### config.mk
export PLATFORM = sky130hd
export DESIGN_NAME = rgb_to_hsv_convert
export DESIGN_NICKNAME = d
export VERILOG_FILES = /design/src/rtl/rhc_pkg.sv /design/src/rtl/rhc_prep.sv /design/src/rtl/rhc_div_stage.sv /design/src/rtl/rgb_to_hsv_convert.sv
export SDC_FILE = /design/constraint.sdc
export NUM_CORES = 1
export LEC_CHECK = 0
export BUFFER_PORTS_ARGS = -buffer_cell sky130_fd_sc_hd__buf_2
export CAP_MARGIN = 20
export CORE_ASPECT_RATIO = 1.75
export CORE_UTILIZATION = 55
export CTS_BUF_LIST = sky130_fd_sc_hd__clkbuf_4 sky130_fd_sc_hd__clkbuf_8 sky130_fd_sc_hd__clkbuf_16
export CTS_CLUSTER_DIAMETER = 50
export DETAILED_ROUTE_END_ITERATION = 8
export HOLD_SLACK_MARGIN = 0.12
export PLACE_DENSITY_LB_ADDON = 0.1
export SLEW_MARGIN = 20
export SYNTH_ARGS = -nofsm -noshare
export SYNTH_HDL_FRONTEND = slang
export SYNTH_SLANG_ARGS = --single-unit
### constraint.sdc
create_clock -name clk -period 14.1 [get_ports clk]
set_clock_uncertainty 0.2 [all_clocks]
set_input_delay 1.41 -clock clk [delete_from_list [all_inputs] [get_ports clk]]
set_output_delay 1.41 -clock clk [all_outputs]
set_load 0.02 [all_outputs]
### src/rtl/rhc_pkg.sv
// shared constants, pipeline types and divider step functions
// for the rgb to hsv converter; no dependencies
`default_nettype none

package rhc_pkg;

  localparam int CHANNEL_BITS = 8;
  localparam int HUE_BITS     = 16;
  localparam int SAT_BITS     = 16;

  // divider organization: quotient bits resolved per pipeline stage
  localparam int STEPS_PER_STAGE = 4;
  localparam int DIV_BITS_MIN    = (HUE_BITS > SAT_BITS) ? HUE_BITS : SAT_BITS;
  localparam int DIV_STAGES      = (DIV_BITS_MIN + STEPS_PER_STAGE - 1) / STEPS_PER_STAGE;
  localparam int DIV_BITS        = DIV_STAGES * STEPS_PER_STAGE;

  // hue divisor is 6*d, which needs three more bits than a channel
  localparam int HDIV_W = CHANNEL_BITS + 3;
  localparam int SDIV_W = CHANNEL_BITS;
  // saturation dividend is full_scale*d
  localparam int SATN_W = CHANNEL_BITS + SAT_BITS;

  // pixel after the max/min classification stage
  typedef struct packed {
    logic [CHANNEL_BITS-1:0] red;
    logic [CHANNEL_BITS-1:0] green;
    logic [CHANNEL_BITS-1:0] blue;
    logic [CHANNEL_BITS-1:0] hi;
    logic [CHANNEL_BITS-1:0] lo;
    logic                    red_max;
    logic                    green_max;
  } color_info_t;

  // state of both dividers as it travels down the pipeline
  typedef struct packed {
    logic [HDIV_W-1:0]       hue_rem;
    logic [HDIV_W-1:0]       hue_div;
    logic [DIV_BITS-1:0]     hue_quo;
    logic [SDIV_W-1:0]       sat_rem;
    logic [SDIV_W-1:0]       sat_div;
    logic [DIV_BITS-1:0]     sat_src;
    logic [DIV_BITS-1:0]     sat_quo;
    logic                    hue_zero;
    logic                    sat_zero;
    logic [CHANNEL_BITS-1:0] value;
  } div_state_t;

  typedef struct packed {
    logic              qbit;
    logic [HDIV_W-1:0] rem;
  } hue_step_t;

  typedef struct packed {
    logic              qbit;
    logic [SDIV_W-1:0] rem;
  } sat_step_t;

  // one restoring step of the hue division, dividend bits below are zero
  function automatic hue_step_t hue_div_step(input logic [HDIV_W-1:0] rem,
                                             input logic [HDIV_W-1:0] dvs);
    logic [HDIV_W:0] wide;
    logic [HDIV_W:0] diff;
    hue_step_t       res;
    wide = {rem, 1'b0};
    diff = wide - {1'b0, dvs};
    if (wide >= {1'b0, dvs}) begin
      res.qbit = 1'b1;
      res.rem  = diff[HDIV_W-1:0];
    end else begin
      res.qbit = 1'b0;
      res.rem  = wide[HDIV_W-1:0];
    end
    return res;
  endfunction

  // one restoring step of the saturation division, shifting in a dividend bit
  function automatic sat_step_t sat_div_step(input logic [SDIV_W-1:0] rem,
                                             input logic [SDIV_W-1:0] dvs,
                                             input logic              in_bit);
    logic [SDIV_W:0] wide;
    logic [SDIV_W:0] diff;
    sat_step_t       res;
    wide = {rem, in_bit};
    diff = wide - {1'b0, dvs};
    if (wide >= {1'b0, dvs}) begin
      res.qbit = 1'b1;
      res.rem  = diff[SDIV_W-1:0];
    end else begin
      res.qbit = 1'b0;
      res.rem  = wide[SDIV_W-1:0];
    end
    return res;
  endfunction

endpackage

`default_nettype wire

### src/rtl/rhc_prep.sv
// front end of the converter: max/min classification and divider setup,
// two elastic register stages; depends on rhc_pkg
`default_nettype none

module rhc_prep (
  input  wire                              clk,
  input  wire                              rst_n,
  input  wire                              up_valid,
  output logic                             up_ready,
  input  wire  [rhc_pkg::CHANNEL_BITS-1:0] red,
  input  wire  [rhc_pkg::CHANNEL_BITS-1:0] green,
  input  wire  [rhc_pkg::CHANNEL_BITS-1:0] blue,
  output logic                             dn_valid,
  input  wire                              dn_ready,
  output rhc_pkg::div_state_t              dn_data
);
  import rhc_pkg::*;

  color_info_t info_nxt;
  color_info_t info_r;
  logic        s1_valid_r;
  logic        s1_ready;
  div_state_t  setup_nxt;
  div_state_t  setup_r;
  logic        s2_valid_r;
  logic        s2_ready;

  logic [CHANNEL_BITS-1:0] d;
  logic [HDIV_W-1:0]       d_ext;
  logic [HDIV_W-1:0]       d6;
  logic [HDIV_W-1:0]       num;
  logic [SATN_W-1:0]       sat_n;

  // elastic handshake: a stage loads when empty or when it drains
  assign s2_ready = !s2_valid_r || dn_ready;
  assign s1_ready = !s1_valid_r || s2_ready;
  assign up_ready = s1_ready;

  // stage 1: find the largest channel, red wins ties, then green
  always_comb begin
    info_nxt.red       = red;
    info_nxt.green     = green;
    info_nxt.blue      = blue;
    info_nxt.red_max   = (red >= green) && (red >= blue);
    info_nxt.green_max = !info_nxt.red_max && (green >= blue);
    if (info_nxt.red_max) begin
      info_nxt.hi = red;
    end else if (info_nxt.green_max) begin
      info_nxt.hi = green;
    end else begin
      info_nxt.hi = blue;
    end
    if ((red <= green) && (red <= blue)) begin
      info_nxt.lo = red;
    end else if (green <= blue) begin
      info_nxt.lo = green;
    end else begin
      info_nxt.lo = blue;
    end
  end

  always_ff @(posedge clk) begin
    if (!rst_n) begin
      s1_valid_r <= 1'b0;
    end else if (s1_ready) begin
      s1_valid_r <= up_valid;
    end
  end

  always_ff @(posedge clk) begin
    if (s1_ready && up_valid) begin
      info_r <= info_nxt;
    end
  end

  // stage 2: spread d, the hue numerator and the saturation dividend
  assign d     = info_r.hi - info_r.lo;
  assign d_ext = HDIV_W'(d);
  assign d6    = (d_ext << 2) + (d_ext << 1);
  assign sat_n = {d, SAT_BITS'(0)} - SATN_W'(d);

  // hue numerator base*d + diff, always below 6*d
  always_comb begin
    if (info_r.red_max) begin
      if (info_r.green < info_r.blue) begin
        num = d6 - (HDIV_W'(info_r.blue) - HDIV_W'(info_r.green));
      end else begin
        num = HDIV_W'(info_r.green) - HDIV_W'(info_r.blue);
      end
    end else if (info_r.green_max) begin
      num = (d_ext << 1) + HDIV_W'(info_r.blue) - HDIV_W'(info_r.red);
    end else begin
      num = (d_ext << 2) + HDIV_W'(info_r.red) - HDIV_W'(info_r.green);
    end
  end

  // divider start values; the first remainders are already below the divisors
  always_comb begin
    setup_nxt.hue_rem  = num;
    setup_nxt.hue_div  = d6;
    setup_nxt.hue_quo  = '0;
    setup_nxt.sat_rem  = sat_n[SATN_W-1 -: SDIV_W];
    setup_nxt.sat_div  = info_r.hi;
    setup_nxt.sat_src  = DIV_BITS'(sat_n[SAT_BITS-1:0]) << (DIV_BITS - SAT_BITS);
    setup_nxt.sat_quo  = '0;
    setup_nxt.hue_zero = (d == '0);
    setup_nxt.sat_zero = (info_r.hi == '0);
    setup_nxt.value    = info_r.hi;
  end

  always_ff @(posedge clk) begin
    if (!rst_n) begin
      s2_valid_r <= 1'b0;
    end else if (s2_ready) begin
      s2_valid_r <= s1_valid_r;
    end
  end

  always_ff @(posedge clk) begin
    if (s2_ready && s1_valid_r) begin
      setup_r <= setup_nxt;
    end
  end

  assign dn_valid = s2_valid_r;
  assign dn_data  = setup_r;

endmodule

`default_nettype wire

### src/rtl/rhc_div_stage.sv
// one pipeline stage of the paired hue and saturation dividers,
// resolving STEPS_PER_STAGE quotient bits of each; depends on rhc_pkg
`default_nettype none

module rhc_div_stage (
  input  wire                      clk,
  input  wire                      rst_n,
  input  wire                      up_valid,
  output logic                     up_ready,
  input  wire rhc_pkg::div_state_t up_data,
  output logic                     dn_valid,
  input  wire                      dn_ready,
  output rhc_pkg::div_state_t      dn_data
);
  import rhc_pkg::*;

  logic       valid_r;
  div_state_t data_r;
  div_state_t data_nxt;

  assign up_ready = !valid_r || dn_ready;

  // restoring division steps for both quotients side by side
  always_comb begin
    hue_step_t hs;
    sat_step_t ss;
    data_nxt = up_data;
    for (int k = 0; k < STEPS_PER_STAGE; k++) begin
      hs = hue_div_step(data_nxt.hue_rem, data_nxt.hue_div);
      ss = sat_div_step(data_nxt.sat_rem, data_nxt.sat_div,
                        data_nxt.sat_src[DIV_BITS-1]);
      data_nxt.hue_rem = hs.rem;
      data_nxt.hue_quo = {data_nxt.hue_quo[DIV_BITS-2:0], hs.qbit};
      data_nxt.sat_rem = ss.rem;
      data_nxt.sat_quo = {data_nxt.sat_quo[DIV_BITS-2:0], ss.qbit};
      data_nxt.sat_src = {data_nxt.sat_src[DIV_BITS-2:0], 1'b0};
    end
  end

  always_ff @(posedge clk) begin
    if (!rst_n) begin
      valid_r <= 1'b0;
    end else if (up_ready) begin
      valid_r <= up_valid;
    end
  end

  always_ff @(posedge clk) begin
    if (up_ready && up_valid) begin
      data_r <= data_nxt;
    end
  end

  assign dn_valid = valid_r;
  assign dn_data  = data_r;

endmodule

`default_nettype wire

### src/rtl/rgb_to_hsv_convert.sv
// top level of the rgb to hsv converter: front end, divider pipeline and
// output register; depends on rhc_pkg, rhc_prep and rhc_div_stage
`default_nettype none

// Converts one 8-bit RGB pixel per clock into hue (fraction of a turn in
// units of 1/65536), saturation (65535 = 1.0, truncated) and value (largest
// channel). A new pixel is taken every cycle while the result side keeps up;
// the pixel passes through the two front-end stages, the divider pipeline that
// resolves 4 quotient bits of both hue and saturation per stage, and the output
// register. Every stage is elastic, so empty slots close up under out_stall and
// in_stall only rises when all stages hold a pixel and the output is stalled.
module rgb_to_hsv_convert (
  input  wire                              clk,
  input  wire                              rst_n,
  input  wire                              in_valid,
  output logic                             in_stall,
  input  wire  [rhc_pkg::CHANNEL_BITS-1:0] in_red,
  input  wire  [rhc_pkg::CHANNEL_BITS-1:0] in_green,
  input  wire  [rhc_pkg::CHANNEL_BITS-1:0] in_blue,
  output logic                             out_valid,
  input  wire                              out_stall,
  output logic [rhc_pkg::HUE_BITS-1:0]     out_hue,
  output logic [rhc_pkg::SAT_BITS-1:0]     out_saturation,
  output logic [rhc_pkg::CHANNEL_BITS-1:0] out_value
);
  import rhc_pkg::*;

  div_state_t              stage_data  [DIV_STAGES+1];
  logic [DIV_STAGES:0]     stage_valid;
  logic [DIV_STAGES:0]     stage_ready;
  logic                    in_ready;
  logic                    out_ready;
  logic                    out_valid_r;
  logic [HUE_BITS-1:0]     out_hue_r;
  logic [HUE_BITS-1:0]     out_hue_nxt;
  logic [SAT_BITS-1:0]     out_sat_r;
  logic [SAT_BITS-1:0]     out_sat_nxt;
  logic [CHANNEL_BITS-1:0] out_value_r;
  div_state_t              last;

  assign in_stall = !in_ready;

  // classification and divider setup
  rhc_prep u_prep (
    .clk      (clk),
    .rst_n    (rst_n),
    .up_valid (in_valid),
    .up_ready (in_ready),
    .red      (in_red),
    .green    (in_green),
    .blue     (in_blue),
    .dn_valid (stage_valid[0]),
    .dn_ready (stage_ready[0]),
    .dn_data  (stage_data[0])
  );

  // divider pipeline
  for (genvar i = 0; i < DIV_STAGES; i++) begin : g_div
    rhc_div_stage u_stage (
      .clk      (clk),
      .rst_n    (rst_n),
      .up_valid (stage_valid[i]),
      .up_ready (stage_ready[i]),
      .up_data  (stage_data[i]),
      .dn_valid (stage_valid[i+1]),
      .dn_ready (stage_ready[i+1]),
      .dn_data  (stage_data[i+1])
    );
  end

  // top quotient bits are the results; grey and black pixels force zero
  assign last        = stage_data[DIV_STAGES];
  assign out_hue_nxt = last.hue_zero ? '0 : last.hue_quo[DIV_BITS-1 -: HUE_BITS];
  assign out_sat_nxt = last.sat_zero ? '0 : last.sat_quo[DIV_BITS-1 -: SAT_BITS];

  // output register
  assign out_ready               = !out_valid_r || !out_stall;
  assign stage_ready[DIV_STAGES] = out_ready;

  always_ff @(posedge clk) begin
    if (!rst_n) begin
      out_valid_r <= 1'b0;
    end else if (out_ready) begin
      out_valid_r <= stage_valid[DIV_STAGES];
    end
  end

  always_ff @(posedge clk) begin
    if (out_ready && stage_valid[DIV_STAGES]) begin
      out_hue_r   <= out_hue_nxt;
      out_sat_r   <= out_sat_nxt;
      out_value_r <= last.value;
    end
  end

  assign out_valid      = out_valid_r;
  assign out_hue        = out_hue_r;
  assign out_saturation = out_sat_r;
  assign out_value      = out_value_r;

endmodule

`default_nettype wire

==> results of run 1 <==
## critical path, delay by kind of cell (launching register included)
kind / cells / cell delay [ns]
AOI/OAI and AO/OA: 22 / 6.18
adders and majority gates: 4 / 1.32
buffers and inverters: 4 / 0.57
DFF: 1 / 0.39
muxes: 3 / 0.96
and+or+nand+nor: 5 / 0.90
## Yosys cell counts (6+ instances only)
cell type  number
ha_1          378
fa_1           34
o21ai_0       162
nor3_1         64
nand2b_1       48
mux2i_1        40
nand3_1        34
or3_1          17
xor2_1         67
a221oi_1        9
nor2b_1       106
and3_1         13
a31oi_1        18
a211o_1        11
o211ai_1       14
nor2_1        212
mux2_2        131
o221ai_1        8
a21boi_0       17
a211oi_1       24
nand2_1       134
o31a_1         12
a21o_1        100
o21a_1         58
buf_2           7
clkbuf_1       22
and2_1         10
xnor2_1       151
or4_1           8
or2_2          17
a311oi_1        6
o2111ai_1       7
dfxtp_1         7
nor4_1          9
edfxtp_1      356
and4_1          8
a21oi_1       194
inv_1         254
o21bai_1       18
nand4_1        48
o31ai_1        19
nand3b_1        6
## area by class of cell
type	instances	share of cell area, %
Clock inverter	26	1.17
Inverter	263	3.01
Timing Repair Buffer	90	1.62
Clock buffer	51	3.47
Multi-Input combinational cell	2310	55.3
Sequential cell	363	32.9
Tap cell	690	2.62
## final timing paths
check	start	cells after the start	endpoint	slack (ns)
worst max register to register	g_div[0].u_stage.dn_data[31]	38	g_div[1].u_stage.dn_data[88]	3.30
worst min register to register	g_div[2].u_stage.dn_data[21]	0	g_div[3].u_stage.dn_data[25]	0.21
worst max-delay path	g_div[0].u_stage.dn_data[31]	38	g_div[1].u_stage.dn_data[88]	3.30
worst min-delay path	g_div[2].u_stage.dn_data[21]	0	g_div[3].u_stage.dn_data[25]	0.21
## routing by layer
layer / vias up / part of all wire (%)
met3: 279 / 2.9
li1: 11100 / -
met1: 11000 / 34
met5: - / 0
met4: 0 / 7.4
met2: 510 / 56
## logic make-up (layout without fill, tap and decap cells)
logic type | after synthesis | count (layout) | share of synthesized area, %
and+or+nand+nor | 753 | 753 | 12.7
AOI/OAI and AO/OA | 747 | 747 | 16.5
adders and majority gates | 412 | 412 | 18.0
DFF | 363 | 363 | 35.9
buffers and inverters | 298 | 430 | 3.85
xor gates and xnor gates | 218 | 218 | 6.34
muxes | 180 | 180 | 6.66
## through the flow
stage | utilization [%] | instance area, µm² | hold slack, ns
floorplan | - | 30100 | 0.200
global placement | 58.0 | 31400 | 0.202
detailed placement | 58.0 | 31400 | 0.205
CTS | 60.8 | 32900 | 0.209
global route | 60.9 | 33000 | 0.219
finish | 60.9 | 33000 | 0.214
## sequential cells by signal, summed over array words and instances (netlist names), 4 cells and up
name	flops
g_div.u_stage.dn_data	222
g_div.u_stage.dn_valid	4
out_hue	16
out_saturation	16
out_value	8
u_prep.dn_data	52
u_prep.info_r	42
==> impl_metrics.yaml, run 1 <==
run_status:
  status: "finished clean"
global_routing:
  grtUsageMet2_pct: 55.7
  grt_pass1_vias: 24000
  track_usage_pct: 28.2
  grt_pass1_wl_um: 122000
  use_met1_pct: 25.6
  overflow: 0
  gr-max-usage-layer: "met2"
  gr-usage-met3_pct: 3.14
  grt_max_degree: 61
  antenna_found_initial: 0
critical_path:
  cp_common_cell: "ha_1"
  cp-start-kind: "flop"
  slowest_stage: "a2111oi_4"
  path_class: "flop to flop"
  arrival_ns: 10.91
  crit_fanout: 10
  required_ns: 14.21
  endpoint_kind: "flop"
  cpPeakStageDelay_ns: 0.64
cts:
  cts_buffers: 42
  clockBufferDepth: 3
  cts-root-buf: "clkbuf_16"
  clk_pin_slew_ns: 0.06
  clk_latency_ns: 0.57
  post_cts_buffers: 0
  hold_buffers: 0
  numClockSinks: 363
  tritoncts: "done"
  htreeDepth: 2
  ctsResizeCount: 0
yosys:
  ys_seq_elements: 363
  synth_edf_count: 356
  syn_nets: 3411
  yosys_warnings: 0
  synth_cell_types: 95
  synth_area_leaders: "edfxtp_1 (35%), ha_1 (16%), mux2_2 (4.9%)"
  post_synth.cell_area_avg_um2: 10.1
  synthArstFlopShare_pct: 0
  synth_area_um2: 30100
  synthesis.instances: 2971
  synth_top_area_share_pct: 35.5
  yosysSeqAreaShare_pct: 35.9
  ys.flop_type: "edfxtp_1"
  synth_area_leader_cell: "edfxtp_1"
timing:
  setup_viol: 0
  slew_headroom_pct: 30.3
  tns_ns: 0
  post-route-period-util_pct: 76.6
  worst_slack_ns: 3.30
  fmax_mhz: 92.6
  maxSlewViolCount: 0
  rsz0062_at_grt: "false"
  worstMarginPinSlew_ns: 1.05
  hold_viol: 0
  min_period_ns: 10.80
floorplanning:
  die_h_um: 312
  rows: 113
  core_area_um2: 54200
  io_pins: 70
  dieWidth_um: 179
  dieArea_um2: 55800
  start_util_pct: 55.6
detailed_routing:
  drt_iter0_drc: 905
  routed_wl_um: 78000
  viasPerCell: 6.06
  ant_nets: 0
  drc: 0
  dr_total_vias: 23000
  wire_per_inst_um: 20.6
  dr.pass1.iters: 5
final_layout:
  regArea_um2: 10800
  fin_cells: 3793
  drive_gt1_share_pct: 11.5
  multi_input_area_um2: 18200
  layout_common_cells: "ha_1 (378), edfxtp_1 (356), inv_1 (254), nor2_1 (212), a21oi_1 (194)"
  diodes: 0
  layout.nets: 3510
  nFillCells: 4586
  area_delta_synth_final_pct: 9.39
  mostFrequentLayoutCell: "ha_1"
worst_hold_path:
  hp-class: "flop to flop"
placed_design:
  place_congestion: 0.963
  port_buffers: 69
  dp_worst_setup_slack_ns: 3.34
  dp_cells: 3714
  post-dp-hpwl_um: 63100
job:
  max_cap_viol_count: 0
Power of run 1 is left out: the tool's default activity adds up to more than one toggle a clock period on the data nets, which glitch-free logic cannot reach.
==> inputs of run 2 (changes only) <==
clock period = 9.6 ns   (was 14.1 ns; I/O delays follow)
==> run 2 against run 1 <==
Maximum frequency increased by 16%. Non-clock buffer count rose by 162. Sequential cell count unchanged. Largest cell class unchanged. Highest routed layer unchanged. Wire length rose by 3.8%. Critical endpoint unchanged. Utilization rose by 2.2 points.
==> impl_metrics.yaml, run 2 (synthesized netlist as in run 1, its figures left out) <==
global_routing:
  grtUsageMet2_pct: 58.2
  use_met1_pct: 25.4
  antenna_found_initial: 0
  gr-usage-met3_pct: 3.04
  grt_max_degree: 65
  grt_pass1_wl_um: 125000
  grt_pass1_vias: 24900
  overflow: 0
  gr-max-usage-layer: "met2"
  track_usage_pct: 29.1
floorplanning:
  start_util_pct: 55.6
  rows: 113
  io_pins: 70
  dieWidth_um: 179
  dieArea_um2: 55800
  core_area_um2: 54200
  die_h_um: 312
timing:
  hold_viol: 0
  setup_viol: 0
  slew_headroom_pct: 37.0
  worstMarginPinSlew_ns: 0.941
  min_period_ns: 9.29
  fmax_mhz: 108
  maxSlewViolCount: 0
  post-route-period-util_pct: 96.8
detailed_routing:
  routed_wl_um: 81000
  viasPerCell: 6.02
  ant_nets: 0
  drc: 0
  wire_per_inst_um: 20.5
  dr.pass1.iters: 5
  dr_total_vias: 23800
  drt_iter0_drc: 972
critical_path:
  cpPeakStageDelay_ns: 0.56
  cp-start-kind: "flop"
  cp_top_family: "compound AO/OA/AOI/OAI gates"
  worst-path-buf-inv: 6
  required_ns: 9.71
  slowest_stage: "or4_4"
  endpoint_kind: "flop"
  crit_fanout: 7
  arrival_ns: 9.40
  cp_common_cell: "ha_1"
  path_class: "flop to flop"
final_layout:
  mostFrequentLayoutCell: "ha_1"
  largest_reg_flops: 222
  fin_cells: 3951
  drive_gt1_share_pct: 16.5
  layout_common_cells: "ha_1 (378), edfxtp_1 (356), inv_1 (251), nor2_1 (212), a21oi_1 (193)"
  final_area_um2: 34200
  diodes: 0
  layout.nets: 3670
  area_delta_synth_final_pct: 13.4
placed_design:
  dp_cells: 3864
  port_buffers: 69
  post-dp-hpwl_um: 65900
  dpl_cell_area_um2: 32500
  place_congestion: 0.932
cts:
  tritoncts: "done"
  clk_latency_ns: 0.56
  cts_buffers: 40
  clk_pin_slew_ns: 0.06
  htreeDepth: 2
  clockBufferDepth: 3
  numClockSinks: 363
  cts-root-buf: "clkbuf_16"
run_status:
  status: "finished clean"
worst_hold_path:
  hp-class: "flop to flop"
job:
  max_cap_viol_count: 0
run 2: final timing paths:
path                                startpoint                           end  slack (ns)  cells past startpoint
setup / recovery  g_div[0].u_stage.dn_data[79]  g_div[1].u_stage.dn_data[88]        0.31                     39
hold / removal    g_div[0].u_stage.dn_data[58]  g_div[1].u_stage.dn_data[62]        0.21                      0
setup reg to reg  g_div[0].u_stage.dn_data[79]  g_div[1].u_stage.dn_data[88]        0.31                     39
hold reg to reg   g_div[0].u_stage.dn_data[58]  g_div[1].u_stage.dn_data[62]        0.21                      0
run 2: through the flow:
step | setup WS [ns] | util (%) | hold slack (ns) | TNS [ns]
6_report | 0.310 | 63.1 | 0.207 | 0
5_1_grt | -0.0372 | 63.1 | 0.209 | -0.158
4_1_cts | 0.0692 | 62.6 | 0.206 | 0
3_5_place_dp | 0.00651 | 60.0 | 0.205 | 0
3_3_place_gp | 0.211 | 60.0 | 0.203 | 0
2_1_floorplan | 0.433 | - | 0.200 | 0
run 2: repair_timing:
item | CTS | global route
gates resized for setup | 1 | 37
setup buffers | 0 | 12
hold buffers | 0 | 0
pin swaps | 0 | 13
setup endpoints to repair | 5 | 56
run 2: area by class of cell:
cell class                 count  area (µm²)
tap                          690         863
inverter                     263         995
timing repair buffer         252        1740
clock inverter                24         280
fill                        4525       20000
multi-input combinational   2310       18300
clock buffer                  49        1100
sequential                   363       10800
run 2: worst reg2reg max path: cells and delay by family, from the launching register on:
kind            cells  cell delay [ns]
buf+inv             6             0.62
simple gates        7             1.83
flops               1             0.39
compound gates     20             4.46
fa+ha+maj           4             1.02
mux                 2             0.54
run 2: metal layers:
layer / part of all wire [%] / wire length [µm]
met1: 32 / 26100
met2: 57 / 45800
met3: 3.3 / 2700
met4: 7.8 / 6350
met5: 0 / 0
Power of run 2 is left out for the same reason.
==> inputs of run 3 (changes only) <==
CORE_UTILIZATION = 30   (was 55)
==> run 3 against run 2 <==
Clock-buffer cell count grew 4. Register-to-register slack gained 0.11 ns. Die area grew 82%. Via count shrank 2.0%. Global-route usage shrank 11 points. Worst setup slack gained 0.11 ns. Critical path depth grew 1. Wire length grew 13%. Utilization shrank 27 points. Non-clock buffer count grew 35. Sequential cell count is the same.
==> impl_metrics.yaml, run 3 (synthesized netlist as in run 1, its figures left out) <==
global_routing:
  overflow: 0
  track_usage_pct: 17.8
  grt_pass1_vias: 24700
  antenna_found_initial: 0
  grt_max_degree: 65
  grt_pass1_wl_um: 140000
final_layout:
  diodes: 0
  final_area_um2: 35400
  drive_gt1_share_pct: 17.5
  largest_reg_flops: 222
  fin_util_pct: 35.7
  layout_common_cells: "ha_1 (378), edfxtp_1 (356), inv_1 (254), buf_4 (215), nor2_1 (211)"
  mostFrequentLayoutCell: "ha_1"
  layout.nets: 3712
  area_delta_synth_final_pct: 17.6
floorplanning:
  io_pins: 70
  dieWidth_um: 242
  dieArea_um2: 102000
  start_util_pct: 30.3
  core_area_um2: 99400
  die_h_um: 421
  rows: 153
timing:
  min_period_ns: 9.18
  fmax_mhz: 109
  post-route-period-util_pct: 95.6
  hold_viol: 0
  slew_headroom_pct: 38.1
  setup_viol: 0
  maxSlewViolCount: 0
  tns_ns: 0
  rsz0062_at_grt: "true"
  worst_slack_ns: 0.423
  worstMarginPinSlew_ns: 0.924
critical_path:
  required_ns: 9.74
  slowest_stage: "or4_1"
  arrival_ns: 9.31
  cpPeakStageDelay_ns: 0.58
  crit_fanout: 7
  endpoint_kind: "flop"
  path_class: "flop to flop"
  cp-start-kind: "flop"
detailed_routing:
  drt_iter0_drc: 910
  wire_per_inst_um: 19.8
  viasPerCell: 5.04
  ant_nets: 0
  dr.pass1.iters: 5
  dr_total_vias: 23300
  routed_wl_um: 91700
  drc: 0
cts:
  clockBufferDepth: 3
  htreeDepth: 2
  clk_pin_slew_ns: 0.06
  numClockSinks: 363
  cts-root-buf: "clkbuf_16"
  clk_latency_ns: 0.61
  tritoncts: "done"
  hold_buffers: 0
  cts_buffers: 47
worst_hold_path:
  hp-class: "flop to flop"
placed_design:
  post-dp-hpwl_um: 75900
  dpl_cell_area_um2: 33700
  port_buffers: 69
  dp_worst_setup_slack_ns: -0.0790
  place_congestion: 0.903
job:
  max_cap_viol_count: 0
run_status:
  status: "finished clean"
## run 3: cell types whose count changed in the layout (fill, tap and decap cells not counted), sizes merged
| cell | change |
|---|---|
| buf | +35 |
| bufinv | -1 |
| clkbuf | +4 |
| clkinv | +5 |
| inv | +5 |
## run 3: worst max-delay path: cells and delay by family, from the launching register on
family / cells / cell delay (ns)
muxes: 3 / 0.92
adders and majority gates: 4 / 1.03
and+or+nand+nor: 7 / 2.00
DFF: 1 / 0.36
buffers and inverters: 10 / 1.10
AOI/OAI and AO/OA: 16 / 3.32
## run 3: worst paths after layout
| kind | startpoint | to | slack (ns) | cells after the start |
|---|---|---|---|---|
| worst min-delay path | g_div[1].u_stage.dn_data[64] | g_div[2].u_stage.dn_data[68] | 0.21 | 0 |
| worst max-delay path | g_div[0].u_stage.dn_data[79] | g_div[1].u_stage.dn_data[88] | 0.42 | 40 |
| worst max register to register | g_div[0].u_stage.dn_data[79] | g_div[1].u_stage.dn_data[88] | 0.42 | 40 |
| worst min register to register | g_div[1].u_stage.dn_data[64] | g_div[2].u_stage.dn_data[68] | 0.21 | 0 |
## run 3: routing by layer
layer / part of all wire, % / global-route usage [%] / vias up
met3: 2.1 / 1.76 / 165
met5: 0 / 0 / -
met4: 4.2 / 7.60 / 0
met1: 34 / 16.2 / 11200
met2: 59 / 38.4 / 352
li1: - / - / 11600
## run 3: layout make-up
class	count	area, µm²
clock buffer	53	1270
inverter	263	992
fill	9975	63900
clock inverter	33	322
sequential	363	10800
timing repair buffer	287	2020
multi-input combinational	2310	18300
tap	1317	1650
## run 3: timing repair
action	4_1_cts	5_1_grt
setup buffers	0	3
gates resized for setup	1	31
pin swaps	0	4
setup endpoints to repair	8	33
## run 3: per-stage QoR
step | hold WS [ns] | std cells
2_1_floorplan | 0.200 | 2971
6_report | 0.209 | 4626
4_1_cts | 0.210 | 4621
3_5_place_dp | 0.205 | 4535
5_1_grt | 0.215 | 4626
3_3_place_gp | 0.201 | 4535
Power of run 3 is left out for the same reason.
